`src/design/cosc_pkg.sv`:
```
// ----------------------------------------------------------------------------
// Collation order check package
// Shared widths, codes and the letter rank lookup of the sorted-list checker.
// ----------------------------------------------------------------------------
package cosc_pkg;

  // Longest word that is stored; later letters of a word are dropped.
  localparam int MAX_WORD_LEN = 32;
  localparam int LEN_W        = $clog2(MAX_WORD_LEN + 1);
  localparam int IDX_W        = (MAX_WORD_LEN > 1) ? $clog2(MAX_WORD_LEN) : 1;

  localparam int LETTER_W = 5;
  localparam int RANK_W   = 5;
  localparam int CFG_W    = 60;
  localparam int YZ_W     = 10;

  typedef logic [LETTER_W-1:0] letter_t;
  typedef logic [RANK_W-1:0]   rank_t;
  typedef logic [LEN_W-1:0]    len_t;
  typedef logic [CFG_W-1:0]    cfg_data_t;
  typedef logic [1:0]          cfg_index_t;

  // Register indexes of the configuration port.
  localparam cfg_index_t REG_RANK_A_L = 2'd0;
  localparam cfg_index_t REG_RANK_M_X = 2'd1;
  localparam cfg_index_t REG_RANK_Y_Z = 2'd2;

  // Decision state of the word pair being compared.
  typedef enum logic [1:0] {
    DEC_UNDECIDED = 2'd0,
    DEC_ORDERED   = 2'd1,
    DEC_UNORDERED = 2'd2
  } decision_t;

  localparam rank_t RANK_OUT_OF_RANGE = 5'd31;

  // Rank of a letter index from the three packed rank registers.
  function automatic rank_t rank_of(letter_t k, logic [CFG_W-1:0] a_to_l,
                                    logic [CFG_W-1:0] m_to_x,
                                    logic [YZ_W-1:0] y_z);
    letter_t k12;
    letter_t k24;
    rank_t   r;
    k12 = k - 5'd12;
    k24 = k - 5'd24;
    case (k) inside
      [5'd0:5'd11]:  r = a_to_l[k * 5 +: RANK_W];
      [5'd12:5'd23]: r = m_to_x[k12 * 5 +: RANK_W];
      [5'd24:5'd25]: r = y_z[k24[0] * 5 +: RANK_W];
      default:       r = RANK_OUT_OF_RANGE;
    endcase
    return r;
  endfunction

endpackage

```
`src/design/cosc_channels.sv`:
```
// ----------------------------------------------------------------------------
// Collation order check channels
// Valid/ready interfaces for the letter stream and the verdict stream.
// ----------------------------------------------------------------------------
interface cosc_letter_if;
  import cosc_pkg::*;

  logic    valid;
  logic    ready;
  letter_t letter;
  logic    word_end;
  logic    list_end;

  modport source (output valid, output letter, output word_end, output list_end,
                  input ready);
  modport sink   (input valid, input letter, input word_end, input list_end,
                  output ready);
endinterface

interface cosc_verdict_if;
  logic valid;
  logic ready;
  logic in_order;
  logic word_too_long;

  modport source (output valid, output in_order, output word_too_long,
                  input ready);
  modport sink   (input valid, input in_order, input word_too_long,
                  output ready);
endinterface

```
`src/design/collation_order_sorted_check.sv`:
```
// ----------------------------------------------------------------------------
// Collation order sorted check
// Decides whether a stream of words is sorted under a programmable letter order.
// ----------------------------------------------------------------------------
// Usage:
// The letters channel carries one letter per transaction, with flags that mark
// the last letter of a word and the last letter of the list. The verdict
// channel carries one transaction per list: in_order and word_too_long.
// Letter ranks come from three packed registers written over the cfg port. The
// user must write them only while the block is idle; the block itself does not
// enforce this. A write to an unused index is ignored. Each accepted letter
// lands in an input register, where it is compared with the stored letter at
// the same position of the previous word, using one rank lookup per side, and
// the list state is updated. A list-ending letter loads the verdict register.
// One letter is taken every cycle unless a list-ending letter waits for the
// verdict register; the rate is set by the single read of the 32-entry
// previous-word register file. When the receiver stalls, letters keep flowing
// until a list-ending letter finds the verdict register still full; that
// letter then waits in the input register and the letters channel stalls
// behind it. Reset empties both registers, clears the list state and restores
// the default ranks. The stored previous word needs no clearing.
// ----------------------------------------------------------------------------
module collation_order_sorted_check (
  input  logic                 clk,
  input  logic                 rst,
  input  logic                 cfg_write,
  input  cosc_pkg::cfg_index_t cfg_index,
  input  cosc_pkg::cfg_data_t  cfg_data,
  cosc_letter_if.sink          letters,
  cosc_verdict_if.source       verdict
);
  import cosc_pkg::*;

  // Rank registers.
  logic [CFG_W-1:0] rank_a_to_l;
  logic [CFG_W-1:0] rank_m_to_x;
  logic [YZ_W-1:0]  rank_y_z;

  // Input register.
  logic    s1_valid;
  letter_t s1_letter;
  logic    s1_word_end;
  logic    s1_list_end;

  // List state.
  letter_t   prev_letters [MAX_WORD_LEN];
  len_t      previous_length;
  len_t      position;
  decision_t decision;
  logic      have_previous;
  logic      all_ordered;
  logic      overflow_seen;

  // Verdict register.
  logic out_valid;
  logic out_in_order;
  logic out_too_long;

  // Datapath between the two registers.
  logic      out_free;
  logic      proc_fire;
  logic      in_range;
  letter_t   prev_letter;
  rank_t     prev_rank;
  rank_t     cur_rank;
  logic      cmp_en;
  decision_t decision_next;
  len_t      position_next;
  logic      overflow_next;
  logic      pair_ok;
  logic      all_ordered_next;

  // Configuration writes.
  always_ff @(posedge clk) begin
    if (rst) begin
      rank_a_to_l <= 60'd407901468851537952;
      rank_m_to_x <= 60'd854193664183220652;
      rank_y_z    <= 10'd824;
    end else if (cfg_write) begin
      case (cfg_index)
        REG_RANK_A_L: rank_a_to_l <= cfg_data;
        REG_RANK_M_X: rank_m_to_x <= cfg_data;
        REG_RANK_Y_Z: rank_y_z    <= cfg_data[YZ_W-1:0];
        default: ;
      endcase
    end
  end

  // A letter leaves the input register unless it ends a list and the verdict
  // register cannot take its result in this cycle.
  assign out_free      = !out_valid || verdict.ready;
  assign proc_fire     = s1_valid && (!s1_list_end || out_free);
  assign letters.ready = !s1_valid || proc_fire;

  always_ff @(posedge clk) begin
    if (rst) begin
      s1_valid <= 1'b0;
    end else if (letters.valid && letters.ready) begin
      s1_valid <= 1'b1;
    end else if (proc_fire) begin
      s1_valid <= 1'b0;
    end
  end

  always_ff @(posedge clk) begin
    if (letters.valid && letters.ready) begin
      s1_letter   <= letters.letter;
      s1_word_end <= letters.word_end;
      s1_list_end <= letters.list_end;
    end
  end

  // Compare against the previous word at the same position. Only positions
  // below the previous length are read, and the previous word wrote them all.
  always_comb begin
    in_range    = position < len_t'(MAX_WORD_LEN);
    prev_letter = prev_letters[position[IDX_W-1:0]];
    prev_rank   = rank_of(prev_letter, rank_a_to_l, rank_m_to_x, rank_y_z);
    cur_rank    = rank_of(s1_letter, rank_a_to_l, rank_m_to_x, rank_y_z);
    cmp_en      = in_range && have_previous && (decision == DEC_UNDECIDED) &&
                  (position < previous_length);

    decision_next = decision;
    if (cmp_en) begin
      if (prev_rank < cur_rank) begin
        decision_next = DEC_ORDERED;
      end else if (prev_rank > cur_rank) begin
        decision_next = DEC_UNORDERED;
      end
    end

    position_next = in_range ? position + len_t'(1) : position;
    overflow_next = overflow_seen || !in_range;

    // With all shared letters equal, the pair is in order when the current
    // word is at least as long as the previous one.
    if (decision_next == DEC_UNDECIDED) begin
      pair_ok = previous_length <= position_next;
    end else begin
      pair_ok = decision_next == DEC_ORDERED;
    end
    all_ordered_next = all_ordered && (!have_previous || pair_ok);
  end

  // The current word overwrites the previous one letter by letter; the read
  // above sees the old entry in the same cycle.
  always_ff @(posedge clk) begin
    if (proc_fire && in_range) begin
      prev_letters[position[IDX_W-1:0]] <= s1_letter;
    end
  end

  always_ff @(posedge clk) begin
    if (rst) begin
      previous_length <= '0;
      position        <= '0;
      decision        <= DEC_UNDECIDED;
      have_previous   <= 1'b0;
      all_ordered     <= 1'b1;
      overflow_seen   <= 1'b0;
    end else if (proc_fire) begin
      if (s1_list_end) begin
        // The list is done: start the next one from scratch.
        previous_length <= '0;
        position        <= '0;
        decision        <= DEC_UNDECIDED;
        have_previous   <= 1'b0;
        all_ordered     <= 1'b1;
        overflow_seen   <= 1'b0;
      end else if (s1_word_end) begin
        previous_length <= position_next;
        position        <= '0;
        decision        <= DEC_UNDECIDED;
        have_previous   <= 1'b1;
        all_ordered     <= all_ordered_next;
        overflow_seen   <= overflow_next;
      end else begin
        position        <= position_next;
        decision        <= decision_next;
        overflow_seen   <= overflow_next;
      end
    end
  end

  // Verdict register.
  always_ff @(posedge clk) begin
    if (rst) begin
      out_valid <= 1'b0;
    end else if (proc_fire && s1_list_end) begin
      out_valid <= 1'b1;
    end else if (verdict.ready) begin
      out_valid <= 1'b0;
    end
  end

  always_ff @(posedge clk) begin
    if (proc_fire && s1_list_end) begin
      out_in_order <= all_ordered_next;
      out_too_long <= overflow_next;
    end
  end

  assign verdict.valid         = out_valid;
  assign verdict.in_order      = out_in_order;
  assign verdict.word_too_long = out_too_long;

`ifndef NO_ASSERTIONS
  // A new verdict appears only after a list-ending letter was processed.
  a_verdict_from_list_end: assert property (@(posedge clk) disable iff (rst)
    $rose(out_valid) |-> $past(proc_fire && s1_list_end))
    else $error("verdict raised without a list-ending letter");

  // A list-ending letter is never processed over an untaken verdict.
  a_no_verdict_overwrite: assert property (@(posedge clk) disable iff (rst)
    (proc_fire && s1_list_end) |-> (!out_valid || verdict.ready))
    else $error("verdict register overwritten while stalled");

  // Without a previous word no pair can have been decided.
  a_no_decision_first_word: assert property (@(posedge clk) disable iff (rst)
    !have_previous |-> (decision == DEC_UNDECIDED))
    else $error("pair decided with no previous word");

  // Position and stored length saturate at the word limit.
  a_length_bound: assert property (@(posedge clk) disable iff (rst)
    (position <= len_t'(MAX_WORD_LEN)) && (previous_length <= len_t'(MAX_WORD_LEN)))
    else $error("word position beyond the stored length limit");
`endif

endmodule

```
`src/flat_wrapper.sv`:
```
// flat-port wrapper written by rule: the top's interface ports become plain ports
module collation_order_sorted_check_flat import cosc_pkg::*;
  (clk, rst, cfg_write, cfg_index, cfg_data, letters_valid, letters_letter, letters_word_end, letters_list_end, letters_ready, verdict_valid, verdict_in_order, verdict_word_too_long, verdict_ready);
  cosc_letter_if letters_i ();
  cosc_verdict_if verdict_i ();
  input  logic clk;
  input  logic rst;
  input  logic cfg_write;
  input  cosc_pkg::cfg_index_t cfg_index;
  input  cosc_pkg::cfg_data_t cfg_data;
  input wire logic [$bits(letters_i.valid)-1:0] letters_valid;
  input wire logic [$bits(letters_i.letter)-1:0] letters_letter;
  input wire logic [$bits(letters_i.word_end)-1:0] letters_word_end;
  input wire logic [$bits(letters_i.list_end)-1:0] letters_list_end;
  output wire logic [$bits(letters_i.ready)-1:0] letters_ready;
  output wire logic [$bits(verdict_i.valid)-1:0] verdict_valid;
  output wire logic [$bits(verdict_i.in_order)-1:0] verdict_in_order;
  output wire logic [$bits(verdict_i.word_too_long)-1:0] verdict_word_too_long;
  input wire logic [$bits(verdict_i.ready)-1:0] verdict_ready;
  assign letters_i.valid = letters_valid;
  assign letters_i.letter = letters_letter;
  assign letters_i.word_end = letters_word_end;
  assign letters_i.list_end = letters_list_end;
  assign letters_ready = letters_i.ready;
  assign verdict_valid = verdict_i.valid;
  assign verdict_in_order = verdict_i.in_order;
  assign verdict_word_too_long = verdict_i.word_too_long;
  assign verdict_i.ready = verdict_ready;
  collation_order_sorted_check u_core (.clk(clk), .rst(rst), .cfg_write(cfg_write), .cfg_index(cfg_index), .cfg_data(cfg_data), .letters(letters_i), .verdict(verdict_i));
endmodule
```
`config.mk`:
```
export PLATFORM = sky130hd
export DESIGN_NAME = collation_order_sorted_check_flat
export DESIGN_NICKNAME = d
export VERILOG_FILES = /design/src/design/cosc_pkg.sv /design/src/design/cosc_channels.sv /design/src/design/collation_order_sorted_check.sv /design/src/flat_wrapper.sv
export SDC_FILE = /design/constraint.sdc
export NUM_CORES = 1
export LEC_CHECK = 0
export BUFFER_PORTS_ARGS = -buffer_cell sky130_fd_sc_hd__buf_2
export CAP_MARGIN = 20
export CELL_PAD_IN_SITES_DETAIL_PLACEMENT = 1
export CELL_PAD_IN_SITES_GLOBAL_PLACEMENT = 1
export CORE_UTILIZATION = 49
export DETAILED_ROUTE_END_ITERATION = 12
export GPL_ROUTABILITY_DRIVEN = 0
export PLACE_DENSITY_LB_ADDON = 0.1
export SLEW_MARGIN = 20
export SYNTH_ARGS = -nofsm -noshare
export SYNTH_HDL_FRONTEND = slang
export SYNTH_SLANG_ARGS = --single-unit
```
`constraint.sdc`:
```
create_clock -name clk -period 5.2 [get_ports clk]
set_input_delay 0.52 -clock clk [delete_from_list [all_inputs] [get_ports clk]]
set_output_delay 0.52 -clock clk [all_outputs]
set_load 0.05 [all_outputs]
```
# Word-level counts from Yosys, hierarchy flattened
# Memories as Yosys holds them, arrays and structs flattened. A register that Yosys moved wholly into a read port is not among the register bits.
# Cells that the tools add are included.
# classes
add_sub_neg	5
multipliers	6
order_cmp	17
n_eq_ne	3
shifts	6
mux	30
n_reduce_logical	34
# op_table
operator	n
60-bit by 9-bit variable part select with 5-bit output	4
5-bit two-way mux	8
5-bit by 3-bit multiplier with 8-bit output (second input constant)	4
6-bit two-way mux	5
5-bit less-or-equal comparator (second input constant)	4
10-bit by 5-bit variable part select with 5-bit output	2
1-bit logical AND	14
1-bit two-way mux	12
5-bit by 1-bit >= comparator with 1-bit output (second input constant)	2
5-bit by 4-bit >= comparator with 1-bit output (second input constant)	2
5-bit >= comparator (second input constant)	2
5-bit by 4-bit less-or-equal comparator with 1-bit output (second input constant)	2
2-bit two-way mux	5
5-bit by 4-bit subtractor with 5-bit output (second input constant)	2
1-bit by 3-bit multiplier with 4-bit output (second input constant)	2
2-bit AND reduction	4
6-bit by 1-bit adder with 6-bit output (second input constant)	1
6-bit less-or-equal comparator	1
2-bit zero test	3
6-bit less-than comparator	1
6-bit less-than comparator (second input constant)	1
2-bit nonzero test	3
5-bit > comparator	1
1-bit zero test	5
other kinds (5)	11
# word_totals
register_bits	158
mem_bits_rw	160
in_bits	74
mem_count	1
# memory_table
memory	depth	width	rd	rd_ports_with_merged_regs	write_ports	line_no	rtl
u_core.prev_letters	32	5	1	1	1	collation_order_sorted_check.sv:46	letter_t prev_letters [MAX_WORD_LEN];

# Longest topological paths before layout
# logic_depth
depth_word	16
mapped_depth	24

# Worst setup path before layout
# Ideal clock, no wire load.
# synth_timing
path_type	flip-flop to flip-flop
startpoint	register with a tool-made name
endpoint	register u_core.out_in_order (netlist: u_core.verdict.in_order) (data pin)
setup_ps	154
arrival_time_ps	4281
setup_slack_ps	765
path_stages_with_launch	20
path_buffers	3
period_less_slack_ps	4435
path_cell_list	dfxtp_1 buf_4 buf_4 mux4_2 o22ai_1 a21oi_1 nand2_1 clkbuf_1 ha_1 a32oi_1 a2111oi_0 o21ai_0 o22a_1 ha_1 a21o_1 a211oi_1 nor2_1 o211ai_1 o311ai_0 a21boi_0
# synth_lines
item	line_no	rtl
end signal: assignment	collation_order_sorted_check.sv:198	out_in_order <= all_ordered_next;
end: declaration	collation_order_sorted_check.sv:56	logic out_in_order;

==> metrics.md <==
| Metric | Value |
|---|---|
| Status | `completed` |
| Via count | `11400` |
| Worst Hold Path Cells | `1` |
| Area after DPL | `16100 sq um` |
| Cells after DPL | `1815` |
| Routed Antenna Nets | `0` |
| Fin cells | `1887` |
| Ports | `78` |
| CTS tree | `built` |
| Total wire length | `45.6 mm` |
| Crit Path Max Fanout | `10` |
| Chip height | `178 microns` |
| Hold WC Path Type | `in2reg` |
| Drt via density | `6.07` |
| Clk_lat worst skew | `0.54 ns` |
| HPWL after DPL | `30.2 mm` |
| Delay-heaviest family, CP | `compound AO/OA/AOI/OAI gates` |
| WP data arrival | `5.36 ns` |
| Gr usage total | `29.0%` |
| Max Slew Vio Count | `0` |
| Worst Tran Pin Value | `0.976 ns` |
| Worst path cell trace | `buf_12 > buf_4 > mux4_2 > mux4_2 > mux2i_4 > nor2_1 > a22oi_1 > a2bb2oi_2 > a311oi_1 > o22a_1 > ha_1 > a21o_1 > a211oi_2 > buf_4 > nor2_1 > o211ai_1 > o311ai_1 > a21boi_0` |
| Initial DRC Count | `1010` |
| Seq cells post-synth | `323` |
| Avg Inst Size Synth | `10.9 sq um` |
| Max cap viols | `0` |
| CP endpoint kind | `register` |
| P&R area growth vs syn | `14.3%` |
| Fin crit share | `95.9%` |
| Pin count of the biggest net entering global routing | `100` |
| Core area | `30600 sq um` |
| Slew HR | `34.6%` |
| Maximum VDD drop | `0.256 mV` |
| Fin. Hold Viols | `0` |
| Fmax achieved | `201 MHz` |
| Reg clk slew, reported paths | `0.06 ns` |
| Mean routed wirelength per cell | `24.2 microns` |
| Syn Inst Count | `1391` |
| Synth async-reset ratio | `0%` |
| CP startpoint kind | `register` |
| Critical Path Max Stage Delay | `0.58 ns` |
| Layout cells sized above 1 | `19.1%` |
| CTS sink cnt | `323` |
| Post-route design area | `17400 sq um` |
| Pwr per Cell Area | `344 nW/um^2` |
| Die Wd | `178 microns` |
| Final setup violation count | `0` |
| # DRC | `0` |
| Skew final | `0.0244 ns` |
| Initial antenna violation count | `0` |
| Max Root-Sink Buffers | `3` |
| ANT cells | `0` |
| Syn nets | `1491` |
| Post-synthesis cell area | `15200 sq um` |
| GR Overflow Total | `0` |
| Crit path kind | `reg2reg` |
| Leak | `6.31 nW` |
| Required time worst endpoint | `5.58 ns` |
| Die area | `31800 sq um` |
| Clk root buf | `clkbuf_16` |
| Seq/Total Area, Yosys | `53.6%` |
| Post-synth top flop | `edfxtp_1` |
| Starting density of the core | `49.8%` |
| FF-to-FF path depth | `18` |
| Slowest stage cell on the critical path | `mux4_2` |
| Cts hold-fix bufs | `0` |
| Row count | `64` |
| Yosys cell types | `63` |
| H-tree levels | `2` |
| Buffers plus inverters on the worst setup path | `3` |
| 1st-pass router iterations | `5` |
| First-pass GRT wire length | `69.2 mm` |
| Post-synth EDFFs | `169` |
| Vias in the first global route | `11500` |
| # port buffers | `77` |
| Yosys warning count | `0` |
| Fin nets | `1562` |
| Inserted Clock Buffers | `37` |
| CP Depth | `18` |
| Minimum clock period | `4.98 ns` |
-- cells in the final DEF, fill, tap and decap left out, drive strengths merged, types with 7 or more instances in the layout --
master    n
nand2   360
edfxtp  169
dfxtp   154
buf     121
a21oi    96
mux4     74
nand3b   65
nor2     61
nand3    55
mux2i    55
clkbuf   47
inv      27
ha       26
o22ai    16
nor3     16
a31oi    14
nor2b    13
o21ai    13
clkinv   10
mux2      9
a22oi     7
-- flip-flops by register name, summed over array words and instances, names as in the netlist, 2 cells and up, named ones only --
register and cells:
u_core.rank_a_to_l 60, u_core.prev_letters 160, u_core.decision 2, u_core.position 6, u_core.rank_y_z 10, u_core.previous_length 6, u_core.rank_m_to_x 60, u_core.s1_letter 5
-- final timing paths --
path / slack (ns) / endpoint / startpoint
max reg2reg: 0.22 / u_core.verdict.in_order / register
max: 0.22 / u_core.verdict.in_order / register
min reg2reg: 0.47 / u_core.rank_a_to_l[41] / u_core.rank_a_to_l[41]
min: 0.15 / u_core.s1_letter[4] / letters_letter[4]
-- through the flow --
| step | TNS, ns | utilization [%] | worst slack [ns] | hold slack (ns) | total power, mW |
|---|---|---|---|---|---|
| after global placement | 0 | 52.5 | 0.123 | 0.453 | 3.32 |
| after detailed placement | -0.0643 | 52.5 | -0.0643 | 0.463 | 3.33 |
| after CTS | 0 | 56.6 | 0.0409 | 0.140 | 6.00 |
| final | 0 | 56.9 | 0.216 | 0.154 | 5.99 |
| after global routing | -0.0335 | 56.9 | -0.0335 | 0.134 | 6.16 |
| after floorplan | 0 | - | 0.765 | 0.429 | 3.14 |
-- cells by family (layout without fill, tap and decap cells) --
family / after synthesis / in the layout / share of synthesized area, %
xor+xnor: 5 / 5 / 0.288
mux: 136 / 138 / 15.3
simple gates: 598 / 598 / 17.8
fa+ha+maj: 26 / 26 / 2.14
compound gates: 188 / 188 / 7.56
buf+inv: 115 / 213 / 3.34
flops: 323 / 323 / 53.6
-- timing repair --
item                                    4_1_cts  5_1_grt
pin swaps                                     0        0
resized for setup                             4        9
endpoints found under the hold margin         0        0
endpoints found under the setup margin        1        4
setup buffers                                 0        2
cloned                                        0        2
-- cell usage after synthesis, drive strengths merged (7+ instances only) --
library cell,count,area [sq um]
nor2,61,229
ha,26,325
a21oi,96,488
inv,23,86.3
buf,30,189
nor3,16,80.1
dfxtp,154,3080
nand2,360,1350
clkbuf,61,230
nand3b,65,488
a31oi,14,87.6
nand3,55,280
nor2b,13,81.3
edfxtp,169,5070
o21ai,13,65.1
mux2,7,82.6
mux2i,55,576
o22ai,16,100
a22oi,7,52.6
mux4,74,1670
-- metal layers --
layer	GRT usage, %	vias to the layer above	share of wire [%]
met5	0	-	0
met4	7.10	0	1.6
met1	42.6	5823	46
li1	-	5171	-
met3	4.73	58	6.4
met2	44.7	396	46
-- power by group --
part           total (mW)  leakage (nW)  switching, mW  internal, mW
sequential           2.79          2.78         0.0580          2.73
combinational       0.516          2.93          0.312         0.204
clock                2.68         0.604           1.11          1.57
-- area by class of cell --
type / count / area [sq um]
timing repair buffer: 121 / 756
multi-input combinational: 955 / 6640
clock buffer: 47 / 983
fill: 3256 / 13200
tap: 396 / 495
sequential: 323 / 8160
clock inverter: 21 / 280
inverter: 24 / 90.1
No activity file was read; power rests on OpenSTA's default activity.
